[src/hdl/assert_macros.svh]
// ----------------------------------------------------------------------------
// assert_macros.svh
// Concurrent assertion wrappers; empty when SYNTHESIS is defined.
// ----------------------------------------------------------------------------
`ifndef ASSERT_MACROS_SVH
`define ASSERT_MACROS_SVH

`ifndef SYNTHESIS

// cons must hold in the same cycle as ante
`define ASSERT_IMP(lbl, clk, rstn, ante, cons) \
	lbl: assert property (@(posedge clk) disable iff (!(rstn)) (ante) |-> (cons)) \
		else $error("assertion failed: implication");

// cons must hold in the cycle after ante
`define ASSERT_NEXT(lbl, clk, rstn, ante, cons) \
	lbl: assert property (@(posedge clk) disable iff (!(rstn)) (ante) |=> (cons)) \
		else $error("assertion failed: next-cycle implication");

`else

`define ASSERT_IMP(lbl, clk, rstn, ante, cons)
`define ASSERT_NEXT(lbl, clk, rstn, ante, cons)

`endif

`endif

[src/hdl/h264fu_pkg.sv]
// ----------------------------------------------------------------------------
// h264fu_pkg
// Types and constants of the RTP H.264 FU-A depacketizer.
// ----------------------------------------------------------------------------
package h264fu_pkg;

	localparam int unsigned BYTE_W  = 8;
	localparam int unsigned PTYPE_W = 7;
	localparam int unsigned CNT_W   = 3;
	localparam int unsigned USER_IN_W  = 1 + PTYPE_W + 1;
	localparam int unsigned USER_OUT_W = 2;

	// configuration register indexes
	localparam logic REG_ACCEPTED_TYPE = 1'b0;
	localparam logic REG_HEADER_BASE   = 1'b1;

	localparam logic [PTYPE_W-1:0] ACCEPTED_TYPE_RST = 7'd96;
	localparam logic [BYTE_W-1:0]  HEADER_BASE_RST   = 8'd96;

	localparam logic [4:0] FU_A_TYPE = 5'd28;

	// byte position inside a packet
	localparam logic [1:0] POS_FIRST  = 2'd0;
	localparam logic [1:0] POS_SECOND = 2'd1;
	localparam logic [1:0] POS_REST   = 2'd2;

	// result counts per request
	localparam logic [CNT_W-1:0] CNT_NONE = 3'd0;
	localparam logic [CNT_W-1:0] CNT_ONE  = 3'd1;
	localparam logic [CNT_W-1:0] CNT_SC   = 3'd5;   // start code + one byte
	localparam logic [CNT_W-1:0] CNT_SC_LAST = 3'd2; // remaining count at byte 01

	localparam logic [BYTE_W-1:0] SC_ZERO = 8'h00;
	localparam logic [BYTE_W-1:0] SC_ONE  = 8'h01;

	// one decoded request waiting to be emitted
	typedef struct packed {
		logic [CNT_W-1:0]  cnt;     // results still to emit
		logic [BYTE_W-1:0] data;    // final byte
		logic              bvalid;  // final result carries data
		logic              fend;    // final result ends a frame
	} job_t;

endpackage

[src/hdl/h264_rtp_fu_depacketizer.sv]
// ----------------------------------------------------------------------------
// h264_rtp_fu_depacketizer
// RTP payload bytes in, H.264 Annex B byte stream out (single NAL and FU-A).
// ----------------------------------------------------------------------------
// Input stream: one RTP payload byte per request, tlast on the last byte of
// a packet, tuser carries packet start, payload type and marker. Output
// stream: one Annex B byte per request, tuser carries byte valid and frame
// end, tlast marks the last result of one input byte.
// An accepted byte is decoded at once into a job register; its results leave
// through the output register. Bytes giving one result sustain one per cycle
// while the output does not stall. A byte that opens a NAL unit (single NAL
// byte 0, FU-A start fragment byte 1) gives start code plus byte, five results,
// and holds the input until its last result moves on. Dropped bytes give a
// flag-only result if they end a frame, else nothing; rejected payload types give nothing.
// Output stall: the output register holds, the job register fills and then
// tready drops; nothing is lost.
// Reset: both registers empty, packet position at byte 0, accepted_type and
// header_base at 96. Config writes go through cfg_we/cfg_index/cfg_data
// and take effect at the next clock.
// ----------------------------------------------------------------------------
`include "assert_macros.svh"

module h264_rtp_fu_depacketizer (
	input  logic                                clk,
	input  logic                                arst_n,
	// config write port
	input  logic                                cfg_we,
	input  logic                                cfg_index,
	input  logic [h264fu_pkg::BYTE_W-1:0]       cfg_data,
	// input stream
	input  logic                                s_axis_tvalid,
	output logic                                s_axis_tready,
	input  logic [h264fu_pkg::BYTE_W-1:0]       s_axis_tdata,  // payload_byte
	input  logic                                s_axis_tlast,  // last_in_packet
	// first_in_packet[0], payload_type[7:1], marker[8]
	input  logic [h264fu_pkg::USER_IN_W-1:0]    s_axis_tuser,
	// output stream
	output logic                                m_axis_tvalid,
	input  logic                                m_axis_tready,
	output logic [h264fu_pkg::BYTE_W-1:0]       m_axis_tdata,  // out_byte
	output logic                                m_axis_tlast,  // last_of_run
	output logic [h264fu_pkg::USER_OUT_W-1:0]   m_axis_tuser   // byte_valid[0], frame_end[1]
);
	import h264fu_pkg::*;

	logic [PTYPE_W-1:0] accepted_type_q;
	logic [BYTE_W-1:0]  header_base_q;
	logic [1:0]         byte_pos_q;
	logic               in_frag_q;

	logic               job_valid_s1;
	job_t               job_s1;

	logic               m_valid_s2;
	logic [BYTE_W-1:0]  m_data_s2;
	logic               m_last_s2;
	logic [USER_OUT_W-1:0] m_user_s2;

	logic               s_accept;
	logic               out_load;
	logic               job_done;

	logic [BYTE_W-1:0]  in_byte;
	logic               in_first;
	logic [PTYPE_W-1:0] in_ptype;
	logic               in_mark;
	logic [1:0]         pos;
	logic               frag;
	logic               type_ok;
	logic               frame_end;
	logic [BYTE_W-1:0]  rebuilt_hdr;
	job_t               job_new;
	logic [1:0]         pos_next;

	assign in_byte  = s_axis_tdata;
	assign in_first = s_axis_tuser[0];
	assign in_ptype = s_axis_tuser[PTYPE_W:1];
	assign in_mark  = s_axis_tuser[PTYPE_W+1];

	assign out_load      = !m_valid_s2 || m_axis_tready;
	assign job_done      = job_valid_s1 && out_load && (job_s1.cnt == CNT_ONE);
	assign s_axis_tready = !job_valid_s1 || job_done;
	assign s_accept      = s_axis_tvalid && s_axis_tready;

	// ---- decode of the incoming byte ----
	always_comb begin
		pos         = in_first ? POS_FIRST : byte_pos_q;
		frag        = (pos == POS_FIRST) ? (in_byte[4:0] == FU_A_TYPE) : in_frag_q;
		type_ok     = (in_ptype == accepted_type_q);
		frame_end   = s_axis_tlast && in_mark;
		rebuilt_hdr = {3'b000, in_byte[4:0]} + header_base_q;

		job_new.cnt    = CNT_NONE;
		job_new.data   = in_byte;
		job_new.bvalid = 1'b1;
		job_new.fend   = frame_end;

		if (!frag) begin
			job_new.cnt = (pos == POS_FIRST) ? CNT_SC : CNT_ONE;
		end else if (pos == POS_SECOND) begin
			if (in_byte[7]) begin
				job_new.cnt  = CNT_SC;
				job_new.data = rebuilt_hdr;
			end
		end else if (pos != POS_FIRST) begin
			job_new.cnt = CNT_ONE;
		end

		// flag-only result for a dropped byte that closes a frame
		if (frame_end && (job_new.cnt == CNT_NONE)) begin
			job_new.cnt    = CNT_ONE;
			job_new.data   = SC_ZERO;
			job_new.bvalid = 1'b0;
		end

		if (!type_ok) begin
			job_new.cnt = CNT_NONE;
		end

		if (s_axis_tlast) begin
			pos_next = POS_FIRST;
		end else if (pos == POS_FIRST) begin
			pos_next = POS_SECOND;
		end else begin
			pos_next = POS_REST;
		end
	end

	// ---- configuration registers ----
	always_ff @(posedge clk or negedge arst_n) begin
		if (!arst_n) begin
			accepted_type_q <= ACCEPTED_TYPE_RST;
			header_base_q   <= HEADER_BASE_RST;
		end else if (cfg_we) begin
			unique case (cfg_index)
				REG_ACCEPTED_TYPE: accepted_type_q <= cfg_data[PTYPE_W-1:0];
				REG_HEADER_BASE:   header_base_q   <= cfg_data;
				default:           ;
			endcase
		end
	end

	// ---- packet position tracking ----
	always_ff @(posedge clk or negedge arst_n) begin
		if (!arst_n) begin
			byte_pos_q <= POS_FIRST;
			in_frag_q  <= 1'b0;
		end else if (s_accept) begin
			byte_pos_q <= pos_next;
			in_frag_q  <= frag;
		end
	end

	// ---- job register ----
	always_ff @(posedge clk or negedge arst_n) begin
		if (!arst_n) begin
			job_valid_s1 <= 1'b0;
			job_s1       <= '0;
		end else if (s_accept) begin
			job_valid_s1 <= (job_new.cnt != CNT_NONE);
			job_s1       <= job_new;
		end else if (job_valid_s1 && out_load) begin
			job_valid_s1 <= (job_s1.cnt != CNT_ONE);
			job_s1.cnt   <= job_s1.cnt - CNT_ONE;
		end
	end

	// ---- output register ----
	always_ff @(posedge clk or negedge arst_n) begin
		if (!arst_n) begin
			m_valid_s2 <= 1'b0;
		end else if (out_load) begin
			m_valid_s2 <= job_valid_s1;
		end
	end

	always_ff @(posedge clk) begin
		if (out_load && job_valid_s1) begin
			if (job_s1.cnt == CNT_ONE) begin
				m_data_s2 <= job_s1.bvalid ? job_s1.data : SC_ZERO;
				m_user_s2 <= {job_s1.fend, job_s1.bvalid};
				m_last_s2 <= 1'b1;
			end else begin
				m_data_s2 <= (job_s1.cnt == CNT_SC_LAST) ? SC_ONE : SC_ZERO;
				m_user_s2 <= 2'b01;
				m_last_s2 <= 1'b0;
			end
		end
	end

	assign m_axis_tvalid = m_valid_s2;
	assign m_axis_tdata  = m_data_s2;
	assign m_axis_tlast  = m_last_s2;
	assign m_axis_tuser  = m_user_s2;

	// ---- assertions ----
	`ASSERT_IMP(a_stall_only_busy, clk, arst_n, !s_axis_tready, job_valid_s1)
	`ASSERT_IMP(a_job_cnt_range, clk, arst_n, job_valid_s1,
		(job_s1.cnt != CNT_NONE) && (job_s1.cnt <= CNT_SC))
	`ASSERT_IMP(a_pos_range, clk, arst_n, 1'b1, byte_pos_q != 2'd3)
	`ASSERT_NEXT(a_job_kept, clk, arst_n,
		job_valid_s1 && out_load && (job_s1.cnt != CNT_ONE), job_valid_s1)
	`ASSERT_IMP(a_flag_only_ends, clk, arst_n, m_valid_s2 && !m_user_s2[0],
		m_last_s2 && m_user_s2[1])

endmodule
[config.mk]
export PLATFORM = sky130hd
export DESIGN_NAME = h264_rtp_fu_depacketizer
export DESIGN_NICKNAME = d
export VERILOG_FILES = /design/src/hdl/h264fu_pkg.sv /design/src/hdl/h264_rtp_fu_depacketizer.sv
export VERILOG_INCLUDE_DIRS = /design/src /design/src/hdl
export SDC_FILE = /design/constraint.sdc
export NUM_CORES = 1
export LEC_CHECK = 0
export BUFFER_PORTS_ARGS = -buffer_cell sky130_fd_sc_hd__buf_2
export CORE_MARGIN = 2
export CORE_UTILIZATION = 25
export CTS_BUF_LIST = sky130_fd_sc_hd__clkbuf_4
export DETAILED_ROUTE_END_ITERATION = 10
export GPL_TIMING_DRIVEN = 0
export REMOVE_ABC_BUFFERS = 1
export SLEW_MARGIN = 20
export SYNTH_ARGS = -nofsm -noshare
export SYNTH_HDL_FRONTEND = slang
export SYNTH_SLANG_ARGS = --single-unit
[constraint.sdc]
create_clock -name clk -period 2.5 [get_ports clk]
set_input_delay 0.625 -clock clk [delete_from_list [all_inputs] [get_ports clk]]
set_output_delay 0.625 -clock clk [all_outputs]
set_load 0.01 [all_outputs]
# == After elaboration in Yosys (flattened, before gate mapping) ==
# Cells that the tools add are included.
# word_totals
inputBits,32
reg_bits,44
wordCells,59
# classes
n_addsub,2
muxes,21
n_eq_ne,6
n_reduce_logical,16
n_bitwise,1
# ops
cell,count
two-way mux 8 bit,4
two-way mux 3 bit,6
two-way mux 12 bit,1
two-way mux 11 bit,1
adder 5 x 8 -> 8 bit,1
== test 7 bit,1
two-way mux 1 bit,6
two-way mux 2 bit,3
"== test 5 bit, second input constant",1
logical AND 1 bit,5
AND reduction 2 bit,2
nonzero test 2 bit,2
"== test 3 x 1 -> 1 bit, second input constant",1
"== test 3 x 2 -> 1 bit, second input constant",1
zero test 3 bit,1
"inequality test 3 x 1 -> 1 bit, second input constant",1
nonzero test 3 bit,1
"subtractor 3 x 1 -> 3 bit, second input constant",1
"== test 2 x 1 -> 1 bit, second input constant",1
zero test 1 bit,2
zero test 2 bit,1
logical OR 1 bit,2
inverter 1 bit,1

# == Longest topological paths before layout ==
# logic_depth
depth_word,11
mapped_depth,8

# == Worst setup path after synthesis ==
# Ideal clock, no wire load.
# synth_path
path_type,in2reg
startpoint,in s_axis_tdata[0] (netlist bit)
endpoint,reg job_s1[8] (netlist bit)
t_required_ns,2.366
stages,7
arrival_ns,1.863
setup_ns,0.134
path_slack_ns,0.503
path_cell_list,ha_1 > fa_1 > a21oi_1 > o211ai_1 > xor2_1 > mux2i_1 > o21ai_1
# synth_via
elab_chain_cells,6
word_cells_on_any_way,10
classes_between,add/sub: 1; eq/ne: 1; mux: 6; reduce/logical: 2
# synth_lines
item,line_no,text
"start, declared",h264_rtp_fu_depacketizer.sv:33,"input logic [h264fu_pkg::BYTE_W-1:0] s_axis_tdata,"
"parallel branches: the longest is 5 deep, another holds adder 5 x 8 -> 8 bit",--,
two-way mux 12 bit (*),h264_rtp_fu_depacketizer.sv:110,if (frame_end && (job_new.cnt == CNT_NONE)) begin
"end signal, assigned",h264_rtp_fu_depacketizer.sv:161,job_s1 <= job_new;
"end, declared",h264_rtp_fu_depacketizer.sv:52,job_t job_s1;
# Mark *: on every way between the ends.
# A chain may end at the register's enable or synchronous reset.

# == Worst setup path after layout ==
# layout_path
startpoint,reg job_s1[11] (netlist bit)
endpoint,out s_axis_tready
# layout_via
elab_chain_cells,3
# layout_lines
item,line_no,text
== test 3 x 1 -> 1 bit,h264_rtp_fu_depacketizer.sv:81,assign job_done = job_valid_s1 && out_load && (job_s1.cnt == CNT_ONE);
logical AND 1 bit,h264_rtp_fu_depacketizer.sv:81,
logical OR 1 bit,h264_rtp_fu_depacketizer.sv:82,assign s_axis_tready = !job_valid_s1 || job_done;
"end, declared",h264_rtp_fu_depacketizer.sv:32,"output logic s_axis_tready,"
# No other way between the ends.

==> metrics.md <==
| Metric | Value |
|---|---|
| Period utilization | 0.908 |
| Final Slew Violations | 0 |
| Worst Path Max Fanout | 11 |
| Tmin final | around 2300 ps |
| Nets | between 200 and 300 |
| RSZ-0062 raised after global routing | false |
| Slew HR | 0.480 |
| Row Count | 34 |
| Syn avg cell area | 11.8 µm² |
| Die Y | 98.9 µm |
| Flip-flop and latch count after synthesis | between 40 and 50 |
| Final Hold Vio Count | 0 |
| WP depth | 5 |
| 1st-pass router iterations | 4 |
| Vias in the first global route | roughly 1500 |
| Cell count after synthesis | 191 |
| CP cell instances | inv_1, ha_1, nor2b_4, a21o_4, buf_2 |
| Synth cell types | 48 |
| Critical Path AT | around 1600 ps |
| PD cells | 657 nW/µm² |
| Fin cells | approximately 350 |
| WL/cell | 13.0 µm |
| Reg2reg end | job_s1[8]$_DFFE_PN0P_ |
| Worst-Margin Slew | about 780 ps |
| Port bufs | 44 |
| Setup violations, final | 0 |
| Filler instances | between 900 and 1000 |
| Cell family with most CP delay | flip-flops |
| I/O pins | 45 |
| Critical Path Max Stage Delay | approximately 420 ps |
| Top FF cell, synth | dfrtp_1 |
| Hold WC Path Type | input pin to asynchronous set/reset pin |
| CP required | between 1500 and 2000 ps |
| P_leak | approximately 1.2 nW |
| R2R depth | 7 |
| Synth-to-layout area growth | 19.1% |
| Most common cell after layout, fill and taps aside | buf_2 |
| Ys Warns | 0 |
| Grt ovf | 0 |
| Share of cells above drive strength 1 | 0.333 |
| Highest-delay cell along the critical path | dfrtp_1 |
| Worst reg2reg startpoint | header_base_q[0]$_DFFE_PN0P_ |
| Clk_skew | 10.4 ps |
| Die width | just under 100 µm |
| CTS tree | built |
| Post-route ant nets | 0 |
| FF-to-FF setup slack | 540 ps |
| Initial core utilization | 0.258 |
| Clock transition at path regs | 130 ps |
| Gpl congestion | 0.713 |
| 1st-iter DRT viols | 53 |
| Critical path launch point type | register |
| Critical path class | register to output pin |
| CP startpoint | job_s1[11]$_DFFE_PN0P_ |
| Synth Cell Area | about 2300 µm² |
| CP bufs+invs | 2 |
| Vias/cell | about 4.4 |
| Clock Path Buffers | 2 |
| Die footprint | around 9800 µm² |
| Cells after DPL | 340 |
| EDFF count, synth | 11 |
| Seq/Total Area, Yosys | 0.515 |
| Pin count of the biggest net entering global routing | 34 |
| Status | finished, final reports clean |
| Setup TNS | 0 ps |
| DP Wirelength | about 3500 µm |
| Worst skew pair latency | between 300 and 400 ps |
| Post-CTS setup buffer count | 0 |
| Critical Path End | s_axis_tready |
| Antenna violations before repair | 0 |
| Routed Wire Length | ~4500 µm |
| Crit. End Element | output pin |
| Commonest cells after routing, fill and taps aside | buf_2, dfrtp_1, nand2_1 |
| Core ar. | 8720 µm² |
| Ys async rst share | 0.750 |
| Gr usage total | 0.0976 |
| Max VDD drop | 0.318 mV |
| N_diodes | 0 |
| Maxcap violations | 0 |
| Clock root buffer | clkbuf_4 |
| # DRC | 0 |
| H-tree levels | 2 |
| First-pass GRT wire length | 7600 µm |
| CTS Buf Count | 5 |
| CTS sink count | 44 |
| Via count | 1547 |
| FMAX | 0.441 GHz |
-- state kept, by name (all words and copies together), names as in the netlist --
signal,flops
accepted_type_q,7
byte_pos_q,2
header_base_q,8
in_frag_q,1
job_s1,13
job_valid_s1,1
m_axis_tdata,8
m_axis_tlast,1
m_axis_tuser,2
m_axis_tvalid,1
-- routing by layer --
metal / vias up / GRT usage / routed length [µm]
li1: 792 / - / -
met1: 712 / 0.135 / 2200
met2: 38 / 0.148 / 2020
met3: 5 / 0.0319 / 274
met4: 0 / 0.0253 / 35
met5: - / 0 / 0
-- cell usage after synthesis (3+ instances only) --
master	count	share of area
a21oi_1	7	0.016
and2_1	3	0.0083
and3_1	7	0.019
dfrtp_1	29	0.32
dfstp_2	4	0.047
edfxtp_1	11	0.15
ha_1	8	0.044
inv_1	5	0.0083
mux2_2	16	0.080
mux2i_1	5	0.022
nand2_1	22	0.037
nand2b_1	3	0.0083
nand3_1	3	0.0067
nor2_1	5	0.0083
o21ai_0	7	0.016
o21ai_1	6	0.013
xor2_1	11	0.043
-- per-stage QoR --
stage | worst slack (ps) | utilization | hold WS (ps) | instance area (µm²) | power [mW]
after floorplan | 503 | - | 329 | 2240 | 1.20
after global placement | 251 | 0.298 | 456 | 2600 | 1.31
after detailed placement | 180 | 0.298 | 474 | 2600 | 1.33
after CTS | 106 | 0.307 | 341 | 2680 | 1.78
after global routing | 99.4 | 0.308 | 369 | 2680 | 1.89
final | 231 | 0.308 | 324 | 2680 | 1.76
-- worst register-to-register path: stages (launching register included) --
cell and delay (ps):
dfrtp_1 420, ha_1 240, fa_1 410, a21oi_1 260, o211ai_1 150, xor2_1 170, mux2i_1 140, o21ai_1 70
-- worst min-delay path by stage --
stage,from,end,slack [ps]
finish,arst_n,m_axis_tvalid$_DFFE_PN0P_,320
global route,arst_n,job_s1[1]$_DFFE_PN0P_,370
CTS,arst_n,job_s1[1]$_DFFE_PN0P_,340
detailed placement,job_s1[6]$_DFFE_PN0P_,job_s1[6]$_DFFE_PN0P_,470
global placement,job_s1[0]$_DFFE_PN0P_,job_s1[0]$_DFFE_PN0P_,460
floorplan,arst_n,accepted_type_q[0]$_DFFE_PN0P_,330
-- report_power, final --
part           total [mW]  internal, mW  leakage (nW)  switching (mW)
sequential          0.911         0.842         0.499          0.0691
clock               0.444         0.209        0.0428           0.235
combinational       0.409         0.195         0.669           0.214
total                1.76          1.25          1.21           0.518
-- logic make-up after synthesis --
logic type                 share of synthesized area
AOI/OAI and AO/OA                              0.135
xor gates and xnor gates                      0.0505
adders and majority gates                     0.0533
buffers and inverters                         0.0139
DFF                                            0.515
muxes                                          0.108
and+or+nand+nor                                0.123
-- layout make-up --
type | instances | area [µm²] | area share
clock inverter | 3 | 42.5 | 0.0159
inverter | 5 | 18.8 | 0.00699
timing repair buffer | 44 | 220 | 0.0821
clock buffer | 5 | 37.5 | 0.0140
tap | 108 | 135 | 0.0503
multi-input combinational | 139 | 1070 | 0.398
sequential | 44 | 1160 | 0.433
-- timing repair --
action | in CTS | in global routing
resized for setup | 1 | 1
hold buffers | 0 | 0
setup endpoints to repair | 1 | 1
(Power assumes the default switching activity.)
